## config.mk

```make
export PLATFORM = sky130hd
export DESIGN_NAME = generational_slot_allocator
export DESIGN_NICKNAME = d
export VERILOG_FILES = /design/src/design/gsa_pkg.sv /design/src/design/generational_slot_allocator.sv
export VERILOG_INCLUDE_DIRS = /design/src /design/src/design
export SDC_FILE = /design/constraint.sdc
export NUM_CORES = 2
export LEC_CHECK = 0
export BUFFER_PORTS_ARGS = -buffer_cell sky130_fd_sc_hd__buf_2
export CORE_MARGIN = 2
export CORE_UTILIZATION = 55
export DETAILED_ROUTE_END_ITERATION = 10
export GPL_ROUTABILITY_DRIVEN = 0
export GPL_TIMING_DRIVEN = 0
export PLACE_DENSITY = 0.71
export RECOVER_POWER = 25
export SYNTH_ARGS = -nofsm -noshare
export SYNTH_HDL_FRONTEND = slang
export SYNTH_SLANG_ARGS = --single-unit
```

## constraint.sdc

```tcl
create_clock -name i_clk -period 10.59 [get_ports i_clk]
set_input_delay 1.5885 -clock i_clk [delete_from_list [all_inputs] [get_ports i_clk]]
set_output_delay 1.5885 -clock i_clk [all_outputs]
set_load 0.02 [all_outputs]
```

## src/design/assert_macros.svh

```systemverilog
// Assertion macros shared by the design files.
// No dependencies; compiled out when SYNTH is defined.
`ifndef ASSERT_MACROS_SVH
`define ASSERT_MACROS_SVH

`ifndef SYNTH

`define ASSERT_CLK(lbl, clk, rstn, prop) \
    lbl: assert property (@(posedge clk) disable iff (!(rstn)) (prop)) \
        else $error("assertion failed");

`define ASSERT_NEVER(lbl, clk, rstn, expr) \
    `ASSERT_CLK(lbl, clk, rstn, !(expr))

`else

`define ASSERT_CLK(lbl, clk, rstn, prop)

`define ASSERT_NEVER(lbl, clk, rstn, expr)

`endif

`endif

```

## src/design/gsa_pkg.sv

```systemverilog
// Package for the generational slot allocator: operation and status codes,
// default sizes and field widths. No dependencies.
package gsa_pkg;

    localparam int GSA_SLOTS    = 64;
    localparam int GSA_GEN_BITS = 16;

    // fixed widths of the beat fields
    localparam int IDX_FIELD_W = 6;
    localparam int GEN_FIELD_W = 16;
    localparam int IN_DATA_W   = 24;
    localparam int OUT_DATA_W  = 32;

    typedef enum logic [1:0] {
        OP_ALLOC    = 2'd0,
        OP_FREE     = 2'd1,
        OP_CHECK    = 2'd2,
        OP_FREE_ALL = 2'd3
    } t_op;

    typedef enum logic [1:0] {
        ST_OK    = 2'd0,
        ST_FULL  = 2'd1,
        ST_STALE = 2'd2,
        ST_EMPTY = 2'd3
    } t_status;

endpackage

```

## src/design/generational_slot_allocator.sv

```systemverilog
// Generational slot allocator. Each input beat is allocate, free, check or
// free-all, and each gives exactly one result beat. Slot state ({occupied,
// generation}) and the LIFO free stack (index plus the generation the slot
// will be handed out with) live in two memories with registered reads.
// Allocate, free and check: the accept cycle issues the memory reads and
// the next cycle evaluates, writes back and loads the result register, so
// no new beat is taken while one is being evaluated. Free-all walks the
// opened slots through the slot memory's single read port, alternating a
// read state and an evaluate state for each slot. No clearing pass: entries
// are only used below the opened-slot count or the free-stack depth.
// Depends on gsa_pkg and assert_macros.svh.
`include "assert_macros.svh"

module generational_slot_allocator
    import gsa_pkg::*;
#(
    parameter int SLOTS    = GSA_SLOTS,
    parameter int GEN_BITS = GSA_GEN_BITS
) (
    input  logic                  i_clk,
    input  logic                  i_rst_n,
    input  logic                  s_axis_tvalid,
    output logic                  s_axis_tready,
    // [1:0] operation, [7:2] slot_index, [23:8] generation
    input  logic [IN_DATA_W-1:0]  s_axis_tdata,
    output logic                  m_axis_tvalid,
    input  logic                  m_axis_tready,
    // [5:0] handle_index, [21:6] handle_generation, [22] running,
    // [24:23] status, [31:25] zero
    output logic [OUT_DATA_W-1:0] m_axis_tdata
);

    localparam int IW    = (SLOTS > 1) ? $clog2(SLOTS) : 1;
    localparam int CNT_W = IW + 1;
    localparam int GW    = GEN_BITS;
    localparam int CMPW  = (CNT_W > IDX_FIELD_W) ? CNT_W : IDX_FIELD_W;
    localparam int CW    = (GW > GEN_FIELD_W) ? GW : GEN_FIELD_W;
    localparam int SWW   = GW + 1;
    localparam int STW   = GW + IW;

    typedef enum logic [1:0] {
        S_IDLE,
        S_EVAL,
        S_WRD,
        S_WEV
    } t_state;

    function automatic logic [GW-1:0] f_next_gen(input logic [GW-1:0] g);
        logic [GW-1:0] n;
        n = g + GW'(1);
        if (n == '0) begin
            n = GW'(1);
        end
        return n;
    endfunction

    // memories
    logic [SWW-1:0] r_slot_mem  [SLOTS];
    logic [STW-1:0] r_stack_mem [SLOTS];
    logic [SWW-1:0] r_slot_rd;
    logic [STW-1:0] r_stack_rd;

    // control and payload registers
    t_state                 r_state, n_state;
    t_op                    r_op, n_op;
    logic [IDX_FIELD_W-1:0] r_idx, n_idx;
    logic [GEN_FIELD_W-1:0] r_gen, n_gen;
    logic [CNT_W-1:0]       r_opened, n_opened;
    logic [CNT_W-1:0]       r_free_depth, n_free_depth;
    logic [IW-1:0]          r_walk, n_walk;
    logic                   r_run, n_run;
    logic                   r_out_valid, n_out_valid;
    logic [IDX_FIELD_W-1:0] r_out_idx, n_out_idx;
    logic [GEN_FIELD_W-1:0] r_out_gen, n_out_gen;
    logic                   r_out_run, n_out_run;
    t_status                r_out_st, n_out_st;

    // memory ports
    logic           slot_we;
    logic [IW-1:0]  slot_wa;
    logic [SWW-1:0] slot_wd;
    logic [IW-1:0]  slot_ra;
    logic           stack_we;
    logic [IW-1:0]  stack_wa;
    logic [STW-1:0] stack_wd;
    logic [IW-1:0]  stack_ra;

    // decode and compare
    logic                   in_accept;
    logic [IDX_FIELD_W-1:0] in_idx;
    logic [CMPW-1:0]        in_idx_ext;
    logic [CMPW-1:0]        r_idx_ext;
    logic [CNT_W-1:0]       depth_m1;
    logic                   slot_occ;
    logic [GW-1:0]          slot_gen;
    logic [GW-1:0]          slot_gen_nxt;
    logic                   cur;
    logic [IW-1:0]          pop_idx;
    logic [GW-1:0]          pop_gen;
    logic [CMPW-1:0]        sel_idx_ext;
    logic [CW-1:0]          sel_gen_ext;
    logic                   walk_last;

    assign in_accept  = s_axis_tvalid && s_axis_tready;
    assign in_idx     = s_axis_tdata[7:2];
    assign in_idx_ext = CMPW'(in_idx);
    assign r_idx_ext  = CMPW'(r_idx);
    assign depth_m1   = r_free_depth - CNT_W'(1);
    assign stack_ra   = depth_m1[IW-1:0];
    assign slot_ra    = (r_state == S_IDLE) ? in_idx_ext[IW-1:0] : r_walk;

    assign slot_occ     = r_slot_rd[GW];
    assign slot_gen     = r_slot_rd[GW-1:0];
    assign slot_gen_nxt = f_next_gen(slot_gen);
    assign cur          = (r_idx_ext < CMPW'(r_opened)) && (CW'(r_gen) == CW'(slot_gen));
    assign pop_idx      = r_stack_rd[IW-1:0];
    assign pop_gen      = r_stack_rd[STW-1:IW];
    assign walk_last    = (CNT_W'(r_walk) + CNT_W'(1)) == r_opened;

    assign s_axis_tready = (r_state == S_IDLE) && (!r_out_valid || m_axis_tready);
    assign m_axis_tvalid = r_out_valid;
    assign m_axis_tdata  = {7'd0, r_out_st, r_out_run, r_out_gen, r_out_idx};

    always_comb begin
        n_state      = r_state;
        n_op         = r_op;
        n_idx        = r_idx;
        n_gen        = r_gen;
        n_opened     = r_opened;
        n_free_depth = r_free_depth;
        n_walk       = r_walk;
        n_run        = r_run;
        n_out_valid  = r_out_valid;
        n_out_idx    = r_out_idx;
        n_out_gen    = r_out_gen;
        n_out_run    = r_out_run;
        n_out_st     = r_out_st;
        slot_we      = 1'b0;
        slot_wa      = r_walk;
        slot_wd      = {1'b0, slot_gen_nxt};
        stack_we     = 1'b0;
        stack_wa     = r_free_depth[IW-1:0];
        stack_wd     = {slot_gen_nxt, r_walk};
        sel_idx_ext  = '0;
        sel_gen_ext  = '0;

        if (m_axis_tvalid && m_axis_tready) begin
            n_out_valid = 1'b0;
        end

        unique case (r_state)
            S_IDLE: begin
                if (in_accept) begin
                    n_op    = t_op'(s_axis_tdata[1:0]);
                    n_idx   = in_idx;
                    n_gen   = s_axis_tdata[23:8];
                    n_state = S_EVAL;
                end
            end
            S_EVAL: begin
                n_out_idx = r_idx;
                n_out_gen = r_gen;
                n_out_run = cur;
                n_out_st  = ST_OK;
                n_state   = S_IDLE;
                unique case (r_op)
                    OP_ALLOC: begin
                        n_out_run   = 1'b0;
                        n_out_valid = 1'b1;
                        if (r_free_depth != '0) begin
                            // reuse the most recently freed slot
                            sel_idx_ext  = CMPW'(pop_idx);
                            sel_gen_ext  = CW'(pop_gen);
                            slot_we      = 1'b1;
                            slot_wa      = pop_idx;
                            slot_wd      = {1'b1, pop_gen};
                            n_free_depth = depth_m1;
                            n_out_idx    = sel_idx_ext[IDX_FIELD_W-1:0];
                            n_out_gen    = sel_gen_ext[GEN_FIELD_W-1:0];
                        end else if (r_opened < CNT_W'(SLOTS)) begin
                            // open a fresh slot at generation one
                            sel_idx_ext = CMPW'(r_opened);
                            slot_we     = 1'b1;
                            slot_wa     = r_opened[IW-1:0];
                            slot_wd     = {1'b1, GW'(1)};
                            n_opened    = r_opened + CNT_W'(1);
                            n_out_idx   = sel_idx_ext[IDX_FIELD_W-1:0];
                            n_out_gen   = GEN_FIELD_W'(1);
                        end else begin
                            n_out_idx = '0;
                            n_out_gen = '0;
                            n_out_st  = ST_FULL;
                        end
                    end
                    OP_FREE: begin
                        n_out_valid = 1'b1;
                        if (!cur) begin
                            n_out_st = ST_STALE;
                        end else if (!slot_occ) begin
                            n_out_st = ST_EMPTY;
                        end else begin
                            slot_we  = 1'b1;
                            slot_wa  = r_idx_ext[IW-1:0];
                            stack_wd = {slot_gen_nxt, r_idx_ext[IW-1:0]};
                            if (r_free_depth < CNT_W'(SLOTS)) begin
                                stack_we     = 1'b1;
                                n_free_depth = r_free_depth + CNT_W'(1);
                            end
                        end
                    end
                    OP_CHECK: begin
                        n_out_valid = 1'b1;
                    end
                    OP_FREE_ALL: begin
                        // running reflects the handle before the walk
                        n_run  = cur;
                        n_walk = '0;
                        if (r_opened == '0) begin
                            n_out_valid = 1'b1;
                        end else begin
                            n_state = S_WRD;
                        end
                    end
                    default: begin
                        n_out_valid = 1'b1;
                    end
                endcase
            end
            S_WRD: begin
                n_state = S_WEV;
            end
            S_WEV: begin
                if (slot_occ) begin
                    slot_we = 1'b1;
                    if (r_free_depth < CNT_W'(SLOTS)) begin
                        stack_we     = 1'b1;
                        n_free_depth = r_free_depth + CNT_W'(1);
                    end
                end
                if (walk_last) begin
                    n_out_idx   = r_idx;
                    n_out_gen   = r_gen;
                    n_out_run   = r_run;
                    n_out_st    = ST_OK;
                    n_out_valid = 1'b1;
                    n_state     = S_IDLE;
                end else begin
                    n_walk  = r_walk + IW'(1);
                    n_state = S_WRD;
                end
            end
            default: begin
                n_state = S_IDLE;
            end
        endcase
    end

    always_ff @(posedge i_clk) begin
        if (!i_rst_n) begin
            r_state      <= S_IDLE;
            r_opened     <= '0;
            r_free_depth <= '0;
            r_out_valid  <= 1'b0;
        end else begin
            r_state      <= n_state;
            r_opened     <= n_opened;
            r_free_depth <= n_free_depth;
            r_out_valid  <= n_out_valid;
        end
        r_op      <= n_op;
        r_idx     <= n_idx;
        r_gen     <= n_gen;
        r_walk    <= n_walk;
        r_run     <= n_run;
        r_out_idx <= n_out_idx;
        r_out_gen <= n_out_gen;
        r_out_run <= n_out_run;
        r_out_st  <= n_out_st;
    end

    always_ff @(posedge i_clk) begin
        if (slot_we) begin
            r_slot_mem[slot_wa] <= slot_wd;
        end
        r_slot_rd <= r_slot_mem[slot_ra];
    end

    always_ff @(posedge i_clk) begin
        if (stack_we) begin
            r_stack_mem[stack_wa] <= stack_wd;
        end
        r_stack_rd <= r_stack_mem[stack_ra];
    end

    `ASSERT_CLK(a_depth_le_open, i_clk, i_rst_n, r_free_depth <= r_opened)
    `ASSERT_CLK(a_open_le_slots, i_clk, i_rst_n, r_opened <= CNT_W'(SLOTS))
    `ASSERT_CLK(a_load_on_empty, i_clk, i_rst_n, (r_state == S_EVAL && r_op != OP_FREE_ALL) |-> !r_out_valid)
    `ASSERT_CLK(a_walk_bound, i_clk, i_rst_n, (r_state == S_WRD) |-> (CNT_W'(r_walk) < r_opened))
    `ASSERT_CLK(a_accept_eval, i_clk, i_rst_n, (s_axis_tvalid && s_axis_tready) |=> (r_state == S_EVAL))
    `ASSERT_NEVER(a_no_dual_push, i_clk, i_rst_n, stack_we && !slot_we)

endmodule
```

### Yosys cells after proc, flatten, opt, wreduce, memory -nomap -nowiden

Memories as Yosys holds them, arrays and structs flattened. A register that Yosys moved wholly into a read port is not among the register bits.
Index checks and enable logic that the tools add are counted.
W data, S select, Z words.

* add/subtract/negate cells: 6
* order comparisons: 3
* equality and inequality tests: 15
* multiplexer cells: 70
* bitwise logic cells: 1
* reductions and logical operators: 19

Operators with widths (number)
* $mux W6: 16
* $mux W17: 4
* $mux W16: 4
* $pmux W6 S2: 3
* $pmux W16 S2: 1
* $mux W7: 4
* $pmux W7 S2: 2
* $mux W1: 20
* $add A16 B1 Y16 const B: 1
* $eq A16 B16 Y1: 1
* $logic_not A16 Y1: 1
* $add A7 B1 Y7 const B: 2
* $lt A7 B7 Y1 const B: 2
* $mux W2: 7
* $pmux W1 S2: 6
* $eq A2 B2 Y1 const B: 4
* $ne A2 B2 Y1 const B: 4
* $pmux W2 S2: 2
* $pmux W2 S4: 1
* $reduce_and A4 Y1: 2
* $add A6 B1 Y7 const B: 1
* $eq A7 B7 Y1: 1
* $logic_not A7 Y1: 1
* $lt A6 B7 Y1: 1
* 15 further kinds: 23

* flip-flop bits (word level): 73
* bits in writable memories: 2496
* bits of input ports: 28
* output and inout bits: 34
* word-level logic and storage cells: 129
* memories: 2

Memories
* r_stack_mem: words 64, bits a word 22, rd ports 1, clocked after Yosys merged registers in 1, wr ports 1, RTL line generational_slot_allocator.sv:59 `logic [STW-1:0] r_stack_mem [SLOTS];`
* r_slot_mem: words 64, bits a word 17, rd ports 1, clocked after Yosys merged registers in 1, wr ports 1, RTL line generational_slot_allocator.sv:58 `logic [SWW-1:0] r_slot_mem [SLOTS];`

### Logic depth before layout (Yosys ltp)

* depth after elaboration: 8
* mapped depth: 16
* mapped depth without buffers: 12

### Worst setup path before layout

OpenSTA, ideal clock, no wires.

* path kind: register to register
* start point: reg r_slot_rd[0], read port of r_slot_mem
* end point: mem r_slot_mem[0][0] (netlist bit), data pin
* library setup time: 363 ps
* arrival: 7050 ps
* required time: 10227 ps
* slack: 3177 ps
* cell stages (with the launch flop): 8
* path buffers: 0
* path through: dfxtp_1 ha_1 nand3_1 nor3_1 nand3_1 xnor2_1 o41ai_1 o22a_1

* longest elaborated chain between the ends: 7

RTL lines
* start, declared: RTL line generational_slot_allocator.sv:60 `logic [SWW-1:0] r_slot_rd;`
* $add A16 B1 Y16 *: RTL line generational_slot_allocator.sv:50 `n = g + GW'(1);`
* $logic_not A16 Y1: RTL line generational_slot_allocator.sv:51 `if (n == '0) begin`
* $mux W16 *: RTL line generational_slot_allocator.sv:51
* via slot_gen_nxt[0]: RTL line generational_slot_allocator.sv:96 `logic [GW-1:0] slot_gen_nxt;`
* $mux W17: RTL line generational_slot_allocator.sv:180 `end else if (r_opened < CNT_W'(SLOTS)) begin`
* $mux W17: RTL line generational_slot_allocator.sv:170 `if (r_free_depth != '0) begin`
* $mux W17: RTL line generational_slot_allocator.sv:166 `unique case (r_op)`
* $mux W17 *: RTL line generational_slot_allocator.sv:151 `unique case (r_state)`
* via slot_wd[0]: RTL line generational_slot_allocator.sv:81 `logic [SWW-1:0] slot_wd;`
* end, declared: RTL line generational_slot_allocator.sv:58

Mark *: on every way through the listed nets, which the timed path passes. The rest lies on a longest branch.

### Worst setup path after layout

* start point: reg r_free_depth[0]
* end point: reg r_stack_rd[14], read port of r_stack_mem

* longest elaborated chain between the ends: 1

RTL lines
* start, declared: RTL line generational_slot_allocator.sv:69 `logic [CNT_W-1:0] r_free_depth, n_free_depth;`
* start signal, assigned: RTL line generational_slot_allocator.sv:267 `r_free_depth <= n_free_depth;`
* $sub A7 B1 Y7: RTL line generational_slot_allocator.sv:108 `assign depth_m1 = r_free_depth - CNT_W'(1);`
* end, declared: RTL line generational_slot_allocator.sv:61 `logic [STW-1:0] r_stack_rd;`

Every way passes these cells.
A chain may end at the register's enable or synchronous reset.

==> out/results.ini <==
[run_status]
status=finished, violations left
violations=capacitance limit, slew limit

[floorplanning]
fp.dieArea_um2=188000
start_util_pct=55.3
pin_count=62
row_count=157
die_x_um=433
chipHeight_um=433
coreArea_um2=183000

[route]
vias_per_cell=6.40
antenna_left=0
drc=0
wl_per_cell_um=33.0
first_pass_iters=8
routed_wirelength_um=256000
vias=49619
drt_iter0_drc=6834

[global_routing]
grt_pass1_vias=49818
grt_overflow=0
grt_first_pass_wirelength_um=364000
grtUsageTotal_pct=27.7
grt_max_degree=72
grt_antenna_before_repair=12

[logic_synthesis]
async_flop_share_pct=0
yosysMostFrequentCell=edfxtp_1
synth-seq-cells=2608
yosys.area.top_type=edfxtp_1
synthTopCellsByArea=edfxtp_1 76%, mux4_2 15%, mux2i_1 2.8%, dfxtp_1 1.1%, nand2_1 0.82%
synth_flop_cell=edfxtp_1
synth_area_um2=101000
synth.avg_cell_area_um2=21.9
seq_area_frac_synth_pct=76.8
synth_enable_flop_cells=2552
synth_top_area_share_pct=75.7
ys_types=69
yosys_warnings=0
synth_common_cells=2552 x edfxtp_1, 666 x mux4_2, 280 x mux2i_1, 220 x nand2_1, 148 x nor2_1
syn-instance-count=4614

[placed_design]
io_buffers=54
placedInstanceArea_um2=108000
dp_cells=7288
dp_hpwl_um=168000

[worst_setup_path]
startpoint_type=flip-flop
cp-end-kind=flip-flop
crit_arrival_ns=8.14
worst-path-max-fanout=10
worst-setup-path-type=reg2reg
required_ns=11.36
r2r_slack_ns=3.23

[sta]
period_share_pct=69.5
worst_slew_pin_slew_ns=2.92
finalClockSkew_ns=0.0415
fmax_mhz=136
period_minus_slack_ns=7.36
rsz0062_at_grt=false
relSlewSlack_pct=-95.2
hold_violations=0
slew_viol_final=658
setup_viol=0

[cells_and_area]
instances_no_fill=7754
drive_gt1_share_pct=26.0
fillerInstances=12075
register_area_um2=77800
fin_area_um2=116000
area_delta_synth_final_pct=14.4
multi_input_area_um2=22900
final_net_count=5143

[clocking]
root_buffer=clkbuf_16
cts_buffer_depth=4
cts_buffers=276
post_cts_resized=0
cts_num_sinks=2608
clk-insertion-delay-late_ns=0.93
cts_hold_buf=0
htree_levels=5
clk_pin_slew_worst_paths_ns=0.06
cts_setup_buffers=0
cts_tree=built

[min_path]
hold_path_class=reg2reg

[job]
maxCapViolCount=16

[pwr]
power_leakage_nw=36.0
ir_drop_mv=0.237
power_density_nw_per_um2=227

## power by group
part	switching, W	leakage, nW	total, W	internal [W]
Combinational	0.00302	8.50	0.00406	0.00104
Clock	0.00380	4.11	0.00917	0.00537
Sequential	0.000110	23.4	0.0131	0.0129
## registers in the layout (all words and copies together) (netlist names)
signal         flops
r_out_st           2
r_stack_mem     1408
m_axis_tvalid      1
r_walk             6
r_run              1
r_op               2
r_out_idx          6
r_out_run          1
r_out_gen         16
r_idx              6
r_free_depth       7
r_slot_rd         17
r_gen             16
r_stack_rd        22
r_state            2
r_slot_mem      1088
r_opened           7
## critical path, stage by stage, from the launching register on
cell and delay, ns:
dfxtp_1 0.34, clkbuf_1 0.28, clkbuf_1 0.83, clkbuf_1 0.86, inv_1 0.37, ha_1 0.42
clkbuf_1 0.77, clkbuf_1 0.90, clkbuf_1 0.80, mux4_2 0.45, mux4_2 0.60, mux4_2 0.53
## final timing paths
kind         cells after the start       startpoint             end
max                             11  r_free_depth[0]  r_stack_rd[14]
max reg2reg                     11  r_free_depth[0]  r_stack_rd[14]
min reg2reg                      2      r_opened[5]     r_opened[5]
min                              2      r_opened[5]     r_opened[5]
## metrics by stage
| step | utilization (%) | setup slack (ns) | hold WS (ns) | power, W | setup TNS (ns) |
|---|---|---|---|---|---|
| 3_3_place_gp | 57.1 | -3.68 | 0.503 | 0.0171 | -621.15 |
| 2_1_floorplan | - | 3.18 | 0.476 | 0.0153 | 0 |
| 3_5_place_dp | 58.9 | 3.51 | 0.504 | 0.0174 | 0 |
| 6_report | 63.2 | 3.23 | 0.507 | 0.0263 | 0 |
| 4_1_cts | 63.5 | 3.40 | 0.513 | 0.0265 | 0 |
| 5_1_grt | 63.2 | 3.12 | 0.585 | 0.0269 | 0 |
## layer usage
| metal | GRT usage, % | share of wire [%] |
|---|---|---|
| met2 | 44.2 | 48 |
| met4 | 15.2 | 6.6 |
| met3 | 5.19 | 8.7 |
| met1 | 36.5 | 36 |
| met5 | 0 | 0.0051 |
## cell families after synthesis
family / after synthesis / share of synthesized area, %
fa+ha+maj: 12 / 0.148
xor+xnor: 49 / 0.431
other cells: 1 / 0.00370
flops: 2608 / 76.8
mux: 954 / 17.7
buf+inv: 263 / 1.12
compound gates: 167 / 1.25
simple gates: 560 / 2.58
## layout make-up
type	instances	area share, %
clock inverters	97	0.735
well taps	2464	2.66
inverters	19	0.0627
multi-input cells	1749	19.8
repair buffers	205	2.17
plain buffers	244	0.917
clock buffers	362	6.53
diodes	6	0.0130
flip-flops and latches	2608	67.1
## cells in the final DEF (no fill, tap or decap), drive strengths merged, types with 10 or more instances in the layout
master	n
a21oi	15
a22o	10
a32oi	69
and2	12
and4	18
buf	245
bufinv	15
clkbuf	566
clkinv	73
dfxtp	56
edfxtp	2552
ha	12
inv	24
mux2i	280
mux4	666
nand2	220
nand3	42
nand4	12
nor2	156
nor2b	28
nor3	23
nor4	10
o21ai	27
or3	10
xnor2	26
xor2	23
Note: power is estimated with default switching activity, not from simulation.
